File: src/hdl/etf_pkg.sv
// ----------------------------------------------------------------------------
// etf_pkg
// Shared widths, register indexes, reset values and helpers for the
// escape-time fractal pixel evaluator.
// ----------------------------------------------------------------------------
package etf_pkg;

   // Word and field widths
   localparam int WORD_W    = 32;
   localparam int ACC_W     = 66;
   localparam int PROD_W    = 2 * WORD_W;
   localparam int PIXEL_W   = 9;
   localparam int COUNT_W   = 10;
   localparam int STEP_W    = 31;
   localparam int CSR_IDX_W = 3;

   // Defaults for the top-level parameters
   localparam int DEF_WINDOW    = 512;
   localparam int DEF_FRAC_BITS = 28;

   // Register indexes
   localparam logic [CSR_IDX_W-1:0] REG_MODE        = 3'd0;
   localparam logic [CSR_IDX_W-1:0] REG_MAX_ITER    = 3'd1;
   localparam logic [CSR_IDX_W-1:0] REG_JULIA_REAL  = 3'd2;
   localparam logic [CSR_IDX_W-1:0] REG_JULIA_IMAG  = 3'd3;
   localparam logic [CSR_IDX_W-1:0] REG_CENTER_REAL = 3'd4;
   localparam logic [CSR_IDX_W-1:0] REG_CENTER_IMAG = 3'd5;
   localparam logic [CSR_IDX_W-1:0] REG_PIXEL_STEP  = 3'd6;

   // Register reset values
   localparam logic                       MODE_RST        = 1'b0;
   localparam logic [COUNT_W-1:0]         MAX_ITER_RST    = 10'd100;
   localparam logic signed [WORD_W-1:0]   JULIA_REAL_RST  = -32'sd48318382;
   localparam logic signed [WORD_W-1:0]   JULIA_IMAG_RST  = -32'sd179851756;
   localparam logic signed [WORD_W-1:0]   CENTER_REAL_RST = 32'sd0;
   localparam logic signed [WORD_W-1:0]   CENTER_IMAG_RST = 32'sd0;
   localparam logic [STEP_W-1:0]          PIXEL_STEP_RST  = 31'd2097152;

   // Clamp a wide sum to the signed word range
   function automatic logic signed [WORD_W-1:0] sat_word(
      input logic signed [ACC_W-1:0] v
   );
      logic signed [ACC_W-1:0] hi;
      logic signed [ACC_W-1:0] lo;
      hi = {{(ACC_W-WORD_W+1){1'b0}}, {(WORD_W-1){1'b1}}};
      lo = -hi - ACC_W'(1);
      if (v > hi) begin
         return hi[WORD_W-1:0];
      end else if (v < lo) begin
         return lo[WORD_W-1:0];
      end else begin
         return v[WORD_W-1:0];
      end
   endfunction

   // Sign-extend a word to the accumulator width
   function automatic logic signed [ACC_W-1:0] ext_word(
      input logic signed [WORD_W-1:0] v
   );
      return {{(ACC_W-WORD_W){v[WORD_W-1]}}, v};
   endfunction

endpackage

File: src/hdl/etf_req_if.sv
// ----------------------------------------------------------------------------
// etf_req_if
// Pixel request channel: valid/ready handshake with the pixel coordinate.
// ----------------------------------------------------------------------------
interface etf_req_if;
   logic                        valid;
   logic                        ready;
   logic [etf_pkg::PIXEL_W-1:0] pixel_x;
   logic [etf_pkg::PIXEL_W-1:0] pixel_y;

   modport source (output valid, output pixel_x, output pixel_y, input ready);
   modport sink   (input valid, input pixel_x, input pixel_y, output ready);
endinterface

File: src/hdl/etf_rsp_if.sv
// ----------------------------------------------------------------------------
// etf_rsp_if
// Result channel: valid/ready handshake with the escape count.
// ----------------------------------------------------------------------------
interface etf_rsp_if;
   logic                        valid;
   logic                        ready;
   logic [etf_pkg::COUNT_W-1:0] escape_count;

   modport source (output valid, output escape_count, input ready);
   modport sink   (input valid, input escape_count, output ready);
endinterface

File: src/hdl/escape_time_fractal_pixel.sv
// ----------------------------------------------------------------------------
// escape_time_fractal_pixel
// Maps one pixel to a point of the complex plane and counts the iterations
// of z = z^2 + c until the point leaves the square |re|,|im| <= 2 (zero if it never leaves within the limit).
// ----------------------------------------------------------------------------
// One pixel item is taken at a time. Mapping the pixel runs through the
// states MAP_X, MAP_Y and MAP_I; each iteration runs through MUL_RR,
// MUL_II and MUL_RI (three products through the single shared 32x32
// multiplier) and UPDATE (combine, saturate and test). OUT then hands the
// count to the output register once that register is free, and the next
// pixel can be taken after OUT returns to IDLE.
// The request side is ready only while the sequencer is idle; a finished
// count waits in the output register while the next pixel is taken.
// Registers are to be written through the csr_ port while no pixel is in flight; the block itself does not enforce it.
// ----------------------------------------------------------------------------
module escape_time_fractal_pixel #(
   parameter int WINDOW    = etf_pkg::DEF_WINDOW,
   parameter int FRAC_BITS = etf_pkg::DEF_FRAC_BITS
) (
   input  logic                          clock,
   input  logic                          reset,
   etf_req_if.sink                       req_chan,
   etf_rsp_if.source                     rsp_chan,
   input  logic                          csr_wr_en,
   input  logic [etf_pkg::CSR_IDX_W-1:0] csr_index,
   input  logic [etf_pkg::WORD_W-1:0]    csr_wdata
);
   import etf_pkg::*;

   localparam logic signed [WORD_W-1:0] HALF      = WORD_W'(WINDOW / 2);
   localparam logic signed [ACC_W-1:0]  ESC_POS   = ACC_W'(2) << FRAC_BITS;
   localparam logic signed [ACC_W-1:0]  ESC_NEG   = -ESC_POS;

   typedef enum logic [3:0] {
      S_IDLE,
      S_MAP_X,
      S_MAP_Y,
      S_MAP_I,
      S_MUL_RR,
      S_MUL_II,
      S_MUL_RI,
      S_UPDATE,
      S_OUT
   } state_type;

   // Configuration registers
   logic                      mode_ff;
   logic [COUNT_W-1:0]        max_iter_ff;
   logic signed [WORD_W-1:0]  julia_re_ff;
   logic signed [WORD_W-1:0]  julia_im_ff;
   logic signed [WORD_W-1:0]  ctr_re_ff;
   logic signed [WORD_W-1:0]  ctr_im_ff;
   logic [STEP_W-1:0]         step_ff;

   // Sequencer and datapath registers
   state_type                 state_ff, state_in;
   logic [PIXEL_W-1:0]        px_ff, px_in;
   logic [PIXEL_W-1:0]        py_ff, py_in;
   logic signed [PROD_W-1:0]  prod_ff, prod_in;
   logic signed [WORD_W-1:0]  pr_ff, pr_in;
   logic signed [WORD_W-1:0]  zr_ff, zr_in;
   logic signed [WORD_W-1:0]  zi_ff, zi_in;
   logic signed [WORD_W-1:0]  cr_ff, cr_in;
   logic signed [WORD_W-1:0]  ci_ff, ci_in;
   logic signed [ACC_W-1:0]   t_ff, t_in;
   logic [COUNT_W-1:0]        iter_ff, iter_in;
   logic [COUNT_W-1:0]        result_ff, result_in;
   logic [COUNT_W-1:0]        count_ff, count_in;
   logic                      rsp_valid_ff, rsp_valid_in;

   // Combinational datapath
   logic signed [WORD_W-1:0]  mul_a;
   logic signed [WORD_W-1:0]  mul_b;
   logic signed [WORD_W-1:0]  dx;
   logic signed [WORD_W-1:0]  dy;
   logic signed [WORD_W-1:0]  step_word;
   logic signed [ACC_W-1:0]   prod_ext;
   logic signed [ACC_W-1:0]   prod_sh;
   logic signed [ACC_W-1:0]   prod_sh2;
   logic signed [WORD_W-1:0]  pi_word;
   logic signed [WORD_W-1:0]  nr;
   logic signed [WORD_W-1:0]  ni;
   logic signed [ACC_W-1:0]   nr_ext;
   logic signed [ACC_W-1:0]   ni_ext;
   logic                      escaped;

   // Write configuration registers; unknown indexes are dropped
   always_ff @(posedge clock) begin
      if (reset) begin
         mode_ff     <= MODE_RST;
         max_iter_ff <= MAX_ITER_RST;
         julia_re_ff <= JULIA_REAL_RST;
         julia_im_ff <= JULIA_IMAG_RST;
         ctr_re_ff   <= CENTER_REAL_RST;
         ctr_im_ff   <= CENTER_IMAG_RST;
         step_ff     <= PIXEL_STEP_RST;
      end else if (csr_wr_en) begin
         case (csr_index)
            REG_MODE:        mode_ff     <= csr_wdata[0];
            REG_MAX_ITER:    max_iter_ff <= csr_wdata[COUNT_W-1:0];
            REG_JULIA_REAL:  julia_re_ff <= csr_wdata;
            REG_JULIA_IMAG:  julia_im_ff <= csr_wdata;
            REG_CENTER_REAL: ctr_re_ff   <= csr_wdata;
            REG_CENTER_IMAG: ctr_im_ff   <= csr_wdata;
            REG_PIXEL_STEP:  step_ff     <= csr_wdata[STEP_W-1:0];
            default: ;
         endcase
      end
   end

   // Pixel offsets from the window center
   assign dx        = $signed({{(WORD_W-PIXEL_W){1'b0}}, px_ff}) - HALF;
   assign dy        = $signed({{(WORD_W-PIXEL_W){1'b0}}, py_ff}) - HALF;
   assign step_word = $signed({1'b0, step_ff});

   // Shared multiplier, registered every cycle
   assign prod_in  = mul_a * mul_b;
   assign prod_ext = {{(ACC_W-PROD_W){prod_ff[PROD_W-1]}}, prod_ff};
   assign prod_sh  = prod_ext >>> FRAC_BITS;
   assign prod_sh2 = prod_ext >>> (FRAC_BITS - 1);

   // Imaginary part of the mapped point
   assign pi_word = sat_word(ext_word(ctr_im_ff) - prod_ext);

   // New z and escape test
   assign nr      = sat_word(t_ff);
   assign ni      = sat_word(prod_sh2 + ext_word(ci_ff));
   assign nr_ext  = ext_word(nr);
   assign ni_ext  = ext_word(ni);
   assign escaped = (nr_ext > ESC_POS) || (nr_ext < ESC_NEG) ||
                    (ni_ext > ESC_POS) || (ni_ext < ESC_NEG);

   // Sequencer next state
   always_comb begin
      state_in     = state_ff;
      px_in        = px_ff;
      py_in        = py_ff;
      pr_in        = pr_ff;
      zr_in        = zr_ff;
      zi_in        = zi_ff;
      cr_in        = cr_ff;
      ci_in        = ci_ff;
      t_in         = t_ff;
      iter_in      = iter_ff;
      result_in    = result_ff;
      count_in     = count_ff;
      rsp_valid_in = rsp_valid_ff;
      mul_a        = zr_ff;
      mul_b        = zr_ff;

      // Drop the output item once taken
      if (rsp_valid_ff && rsp_chan.ready) begin
         rsp_valid_in = 1'b0;
      end

      case (state_ff)
         S_IDLE: begin
            if (req_chan.valid) begin
               px_in    = req_chan.pixel_x;
               py_in    = req_chan.pixel_y;
               state_in = S_MAP_X;
            end
         end
         S_MAP_X: begin
            mul_a    = dx;
            mul_b    = step_word;
            state_in = S_MAP_Y;
         end
         S_MAP_Y: begin
            pr_in    = sat_word(prod_ext + ext_word(ctr_re_ff));
            mul_a    = dy;
            mul_b    = step_word;
            state_in = S_MAP_I;
         end
         S_MAP_I: begin
            if (mode_ff) begin
               zr_in = pr_ff;
               zi_in = pi_word;
               cr_in = julia_re_ff;
               ci_in = julia_im_ff;
            end else begin
               zr_in = '0;
               zi_in = '0;
               cr_in = pr_ff;
               ci_in = pi_word;
            end
            iter_in = COUNT_W'(1);
            if (max_iter_ff == '0) begin
               result_in = '0;
               state_in  = S_OUT;
            end else begin
               state_in  = S_MUL_RR;
            end
         end
         S_MUL_RR: begin
            mul_a    = zr_ff;
            mul_b    = zr_ff;
            state_in = S_MUL_II;
         end
         S_MUL_II: begin
            t_in     = prod_sh;
            mul_a    = zi_ff;
            mul_b    = zi_ff;
            state_in = S_MUL_RI;
         end
         S_MUL_RI: begin
            t_in     = t_ff - prod_sh + ext_word(cr_ff);
            mul_a    = zr_ff;
            mul_b    = zi_ff;
            state_in = S_UPDATE;
         end
         S_UPDATE: begin
            if (escaped) begin
               result_in = iter_ff;
               state_in  = S_OUT;
            end else if (iter_ff >= max_iter_ff) begin
               result_in = '0;
               state_in  = S_OUT;
            end else begin
               zr_in    = nr;
               zi_in    = ni;
               iter_in  = iter_ff + COUNT_W'(1);
               state_in = S_MUL_RR;
            end
         end
         S_OUT: begin
            if (!rsp_valid_ff || rsp_chan.ready) begin
               count_in     = result_ff;
               rsp_valid_in = 1'b1;
               state_in     = S_IDLE;
            end
         end
         default: begin
            state_in = S_IDLE;
         end
      endcase
   end

   // Hold state and registered outputs
   always_ff @(posedge clock) begin
      px_ff     <= px_in;
      py_ff     <= py_in;
      prod_ff   <= prod_in;
      pr_ff     <= pr_in;
      zr_ff     <= zr_in;
      zi_ff     <= zi_in;
      cr_ff     <= cr_in;
      ci_ff     <= ci_in;
      t_ff      <= t_in;
      result_ff <= result_in;
      count_ff  <= count_in;
      if (reset) begin
         state_ff     <= S_IDLE;
         iter_ff      <= COUNT_W'(1);
         rsp_valid_ff <= 1'b0;
      end else begin
         state_ff     <= state_in;
         iter_ff      <= iter_in;
         rsp_valid_ff <= rsp_valid_in;
      end
   end

   assign req_chan.ready        = (state_ff == S_IDLE);
   assign rsp_chan.valid        = rsp_valid_ff;
   assign rsp_chan.escape_count = count_ff;

   // An accepted pixel starts the mapping
   a_accept_starts: assert property (@(posedge clock) disable iff (reset)
      (req_chan.valid && req_chan.ready) |=> (state_ff == S_MAP_X))
      else $error("accepted pixel did not start mapping");

   // A finished pixel reaches the output register when the slot is free
   a_out_loads: assert property (@(posedge clock) disable iff (reset)
      (state_ff == S_OUT && (!rsp_valid_ff || rsp_chan.ready)) |=> rsp_valid_ff)
      else $error("finished count not presented");

   // The iteration counter never wraps to zero inside the loop
   a_iter_nonzero: assert property (@(posedge clock) disable iff (reset)
      (state_ff == S_MUL_RR) |-> (iter_ff != '0))
      else $error("iteration counter wrapped");

endmodule

File: src/flat_wrapper.sv
// flat-port wrapper written by rule: the top's interface ports become plain ports
module escape_time_fractal_pixel_flat import etf_pkg::*;
#(
   parameter int WINDOW    = etf_pkg::DEF_WINDOW,
   parameter int FRAC_BITS = etf_pkg::DEF_FRAC_BITS
)
  (clock, reset, csr_wr_en, csr_index, csr_wdata, req_chan_valid, req_chan_pixel_x, req_chan_pixel_y, req_chan_ready, rsp_chan_valid, rsp_chan_escape_count, rsp_chan_ready);
  etf_req_if req_chan_i ();
  etf_rsp_if rsp_chan_i ();
  input  logic clock;
  input  logic reset;
  input  logic csr_wr_en;
  input  logic [etf_pkg::CSR_IDX_W-1:0] csr_index;
  input  logic [etf_pkg::WORD_W-1:0] csr_wdata;
  input wire logic [$bits(req_chan_i.valid)-1:0] req_chan_valid;
  input wire logic [$bits(req_chan_i.pixel_x)-1:0] req_chan_pixel_x;
  input wire logic [$bits(req_chan_i.pixel_y)-1:0] req_chan_pixel_y;
  output wire logic [$bits(req_chan_i.ready)-1:0] req_chan_ready;
  output wire logic [$bits(rsp_chan_i.valid)-1:0] rsp_chan_valid;
  output wire logic [$bits(rsp_chan_i.escape_count)-1:0] rsp_chan_escape_count;
  input wire logic [$bits(rsp_chan_i.ready)-1:0] rsp_chan_ready;
  assign req_chan_i.valid = req_chan_valid;
  assign req_chan_i.pixel_x = req_chan_pixel_x;
  assign req_chan_i.pixel_y = req_chan_pixel_y;
  assign req_chan_ready = req_chan_i.ready;
  assign rsp_chan_valid = rsp_chan_i.valid;
  assign rsp_chan_escape_count = rsp_chan_i.escape_count;
  assign rsp_chan_i.ready = rsp_chan_ready;
  escape_time_fractal_pixel #(.WINDOW(WINDOW), .FRAC_BITS(FRAC_BITS)) u_core (.clock(clock), .reset(reset), .req_chan(req_chan_i), .rsp_chan(rsp_chan_i), .csr_wr_en(csr_wr_en), .csr_index(csr_index), .csr_wdata(csr_wdata));
endmodule
File: config.mk
export PLATFORM = sky130hd
export DESIGN_NAME = escape_time_fractal_pixel_flat
export DESIGN_NICKNAME = d
export VERILOG_FILES = /design/src/hdl/etf_pkg.sv /design/src/hdl/etf_req_if.sv /design/src/hdl/etf_rsp_if.sv /design/src/hdl/escape_time_fractal_pixel.sv /design/src/flat_wrapper.sv
export SDC_FILE = /design/constraint.sdc
export NUM_CORES = 2
export LEC_CHECK = 0
export ABC_AREA = 1
export BUFFER_PORTS_ARGS = -buffer_cell sky130_fd_sc_hd__buf_2
export CORE_AREA = 10 10 445 447
export CTS_CLUSTER_DIAMETER = 80
export CTS_CLUSTER_SIZE = 24
export DETAILED_ROUTE_END_ITERATION = 7
export DIE_AREA = 0 0 455 457
export PLACE_DENSITY = 0.52
export RECOVER_POWER = 50
export SETUP_SLACK_MARGIN = 0.2
export SYNTH_ARGS = -nofsm -noshare
export SYNTH_HDL_FRONTEND = slang
export SYNTH_SLANG_ARGS = --single-unit
File: constraint.sdc
create_clock -name clock -period 14.35 [get_ports clock]
set_input_delay 0.7175 -clock clock [delete_from_list [all_inputs] [get_ports clock]]
set_output_delay 0.7175 -clock clock [all_outputs]
set_load 0.02 [all_outputs]
==> impl_metrics.env <==
export IMPL_insertion_delay_ps=670
export IMPL_yosysMostFrequentCell="inv_1"
export IMPL_postSynthCellCount=9777
export IMPL_ys_flop_type="edfxtp_1"
export IMPL_setup_ws_ps=2150
export IMPL_antenna_found_initial=22
export IMPL_holdCritPathClass="input pin to flip-flop"
export IMPL_syn_num_nets=11400
export IMPL_grt_first_pass_wirelength_um=444000
export IMPL_syn_area_um2=75100
export IMPL_rsz0062_at_grt="false"
export IMPL_cap_viol_max_count=10
export IMPL_arrival_ps=12690
export IMPL_ys_ff_latch=513
export IMPL_drc=0
export IMPL_num_rows=160
export IMPL_slew_limit_headroom=-2.10
export IMPL_globalplace_congestion=1.00
export IMPL_fin_nets=11400
export IMPL_crit_fanout=43
export IMPL_endpoint_kind="flip-flop"
export IMPL_drt_iter0_drc=5764
export IMPL_num_vias=65300
export IMPL_yosysTopAreaCellShare=0.307
export IMPL_drt_wl_total_um=299000
export IMPL_holdBufCountCts=0
export IMPL_dp_hpwl_um=246000
export IMPL_finalWorstPathRequiredPeriod_ps=12200
export IMPL_vias_per_cell=5.32
export IMPL_grt_ovfl_total=0
export IMPL_period_share=0.850
export IMPL_cpMaxStageDelayCell="inv_1"
export IMPL_fmax_mhz=82.0
export IMPL_cts_buffers_inserted=36
export IMPL_place_inst=12200
export IMPL_syn_avg_cell_area_um2=7.68
export IMPL_reg2reg_slack_ps=2150
export IMPL_synthTopCellsByCount="inv_1 (2119), nand2_1 (1918), nor2_1 (1319), fa_1 (1150), a21oi_1 (502)"
export IMPL_initial_core_util=0.397
export IMPL_violations="capacitance limit, slew limit"
export IMPL_drv_slew=515
export IMPL_ys_top_cells_by_area="fa_1 (31%), inv_1 (11%), edfxtp_1 (11%)"
export IMPL_tritoncts="yes"
export IMPL_synth_cell_types=65
export IMPL_grtUsageTotal=0.286
export IMPL_outcome="finished with violations"
export IMPL_skew_ps=59.8
export IMPL_die_area_um2=208000
export IMPL_cp_required_ps=14840
export IMPL_htreeDepth=2
export IMPL_design_core_area_um2=189000
export IMPL_drive_gt1_frac=0.0449
export IMPL_fin_tns_setup_ps=0
export IMPL_cts_resized=0
export IMPL_dpl_cell_area_um2=78600
export IMPL_ys_seq_area_frac=0.172
export IMPL_crit_type="flip-flop to flip-flop"
export IMPL_postRouteAntennaNets=0
export IMPL_cp_slowest_stage_delay_ps=1380
export IMPL_pre_cts_ws_ps=2840
export IMPL_die_w_um=455
export IMPL_final_cell_area_um2=79900
export IMPL_setup_viol=0
export IMPL_wire_per_inst_um=24.3
export IMPL_stdcell_count=12300
export IMPL_grt_pass1_vias=66800
export IMPL_io_buffers=69
export IMPL_worstMarginPinSlew_ps=4640
export IMPL_startpoint_type="flip-flop"
export IMPL_cts_buffer_depth=3
export IMPL_die_y_um=457
export IMPL_drt_pass1_iterations=5
export IMPL_cts_sinks=513
export IMPL_yosys_warnings=0
export IMPL_synth_largest_area_cell="fa_1"
export IMPL_hold_viol=0
export IMPL_crit_top_cell="fa_1"
export IMPL_synth_edf_count=264
export IMPL_syn2layout_area_growth_pct=6.38
export IMPL_cts_root_buf="clkbuf_16"
export IMPL_grt_max_degree=94
export IMPL_postCtsSetupRepairBufs=0
export IMPL_synthArstFlopShare=0
export IMPL_path_clk_slew_ps=100
export IMPL_pin_count=70
## state kept, by name, indices dropped and copies added (netlist names)
register / count
u_core.py_ff: 9
u_core.julia_im_ff: 32
u_core.zr_ff: 32
u_core.zi_ff: 32
u_core.result_ff: 10
u_core.cr_ff: 32
u_core.step_ff: 31
u_core.px_ff: 9
u_core.prod_ff: 64
u_core.rsp_chan.valid: 1
u_core.max_iter_ff: 10
u_core.julia_re_ff: 32
u_core.ctr_im_ff: 32
u_core.mode_ff: 1
u_core.t_ff: 66
u_core.pr_ff: 32
u_core.ctr_re_ff: 32
u_core.rsp_chan.escape_count: 10
u_core.ci_ff: 32
u_core.state_ff: 4
u_core.iter_ff: 10
## final timing paths
kind,depth (start not counted),endpoint,from
min reg2reg,0,u_core.rsp_chan.escape_count[2]$_DFFE_PP_,u_core.result_ff[2]$_SDFFCE_PN0P_
max,36,u_core.prod_ff[63]$_DFF_P_,u_core.state_ff[3]$_SDFFE_PP0P_
max reg2reg,36,u_core.prod_ff[63]$_DFF_P_,u_core.state_ff[3]$_SDFFE_PP0P_
min,1,u_core.px_ff[8]$_DFFE_PP_,req_chan_pixel_x[8]
## cell usage in the layout, fill, tap and decap left out, types with 8 or more instances in the layout
cell type and n:
buf_4 124, inv_1 2117, edfxtp_1 264, nand2_4 32, xnor2_1 98, a21o_1 34, nand2_1 1916, o21a_1 20
nand4_1 49, a21oi_1 481, fa_1 1150, nand2_2 25, or2_2 11, a221oi_1 13, nor2_1 1312, o21bai_1 33
o21ai_0 406, nor3_1 48, nor2_2 24, clkinv_1 30, a211oi_1 11, nor4_1 37, a21boi_0 14, nand3_1 191
o22ai_1 52, clkbuf_16 36, diode_2 8, inv_2 22, o211ai_1 21, a31oi_1 72, a21oi_2 30, o22ai_2 23
buf_2 40, o21ai_1 30, nand3b_1 14, dfxtp_1 248, xor2_1 150, clkbuf_1 41, ha_1 426, nand3_2 12
## worst max-delay path: cells and delay by family, from the launching register on
| family | cells | cell delay [ps] |
|---|---|---|
| adders and majority gates | 9 | 4390 |
| buffers and inverters | 9 | 3390 |
| AOI/OAI and AO/OA | 9 | 2740 |
| and+or+nand+nor | 8 | 940 |
| DFF | 1 | 360 |
| xor gates and xnor gates | 1 | 160 |
## per-stage QoR
stage          hold slack (ps)   util
6_report                   220  0.422
5_1_grt                    216  0.422
4_1_cts                    195  0.422
3_5_place_dp               405  0.416
3_3_place_gp               402  0.416
2_1_floorplan              400      -
## layer usage
| metal | GRT usage | part of all wire | routed length [um] |
|---|---|---|---|
| met5 | 0 | 0.00016 | 48 |
| met1 | 0.389 | 0.42 | 127000 |
| met3 | 0.0385 | 0.072 | 21500 |
| met4 | 0.118 | 0.049 | 14500 |
| met2 | 0.457 | 0.45 | 136000 |
## cell type report
cell class	count	area (um^2)
timing repair buffer	200	1270
multi-input combinational	6811	53100
clock inverter	23	322
fill	19600	109000
inverter	2169	8140
sequential	513	12900
antenna	8	20.0
tap	2511	3140
clock buffer	43	947
## kinds of logic after synthesis
kind of cell / Yosys count / share of synthesized area
AO/OA/AOI/OAI: 1289 / 0.0967
buffers and inverters: 2453 / 0.124
AND/OR/NAND/NOR: 3697 / 0.200
XOR/XNOR: 249 / 0.0292
adder cells (fa/ha/maj): 1576 / 0.378
flip-flops: 513 / 0.172
Power is left out: the tool's default activity adds up to more than one toggle a clock period on the data nets, which glitch-free logic cannot reach.
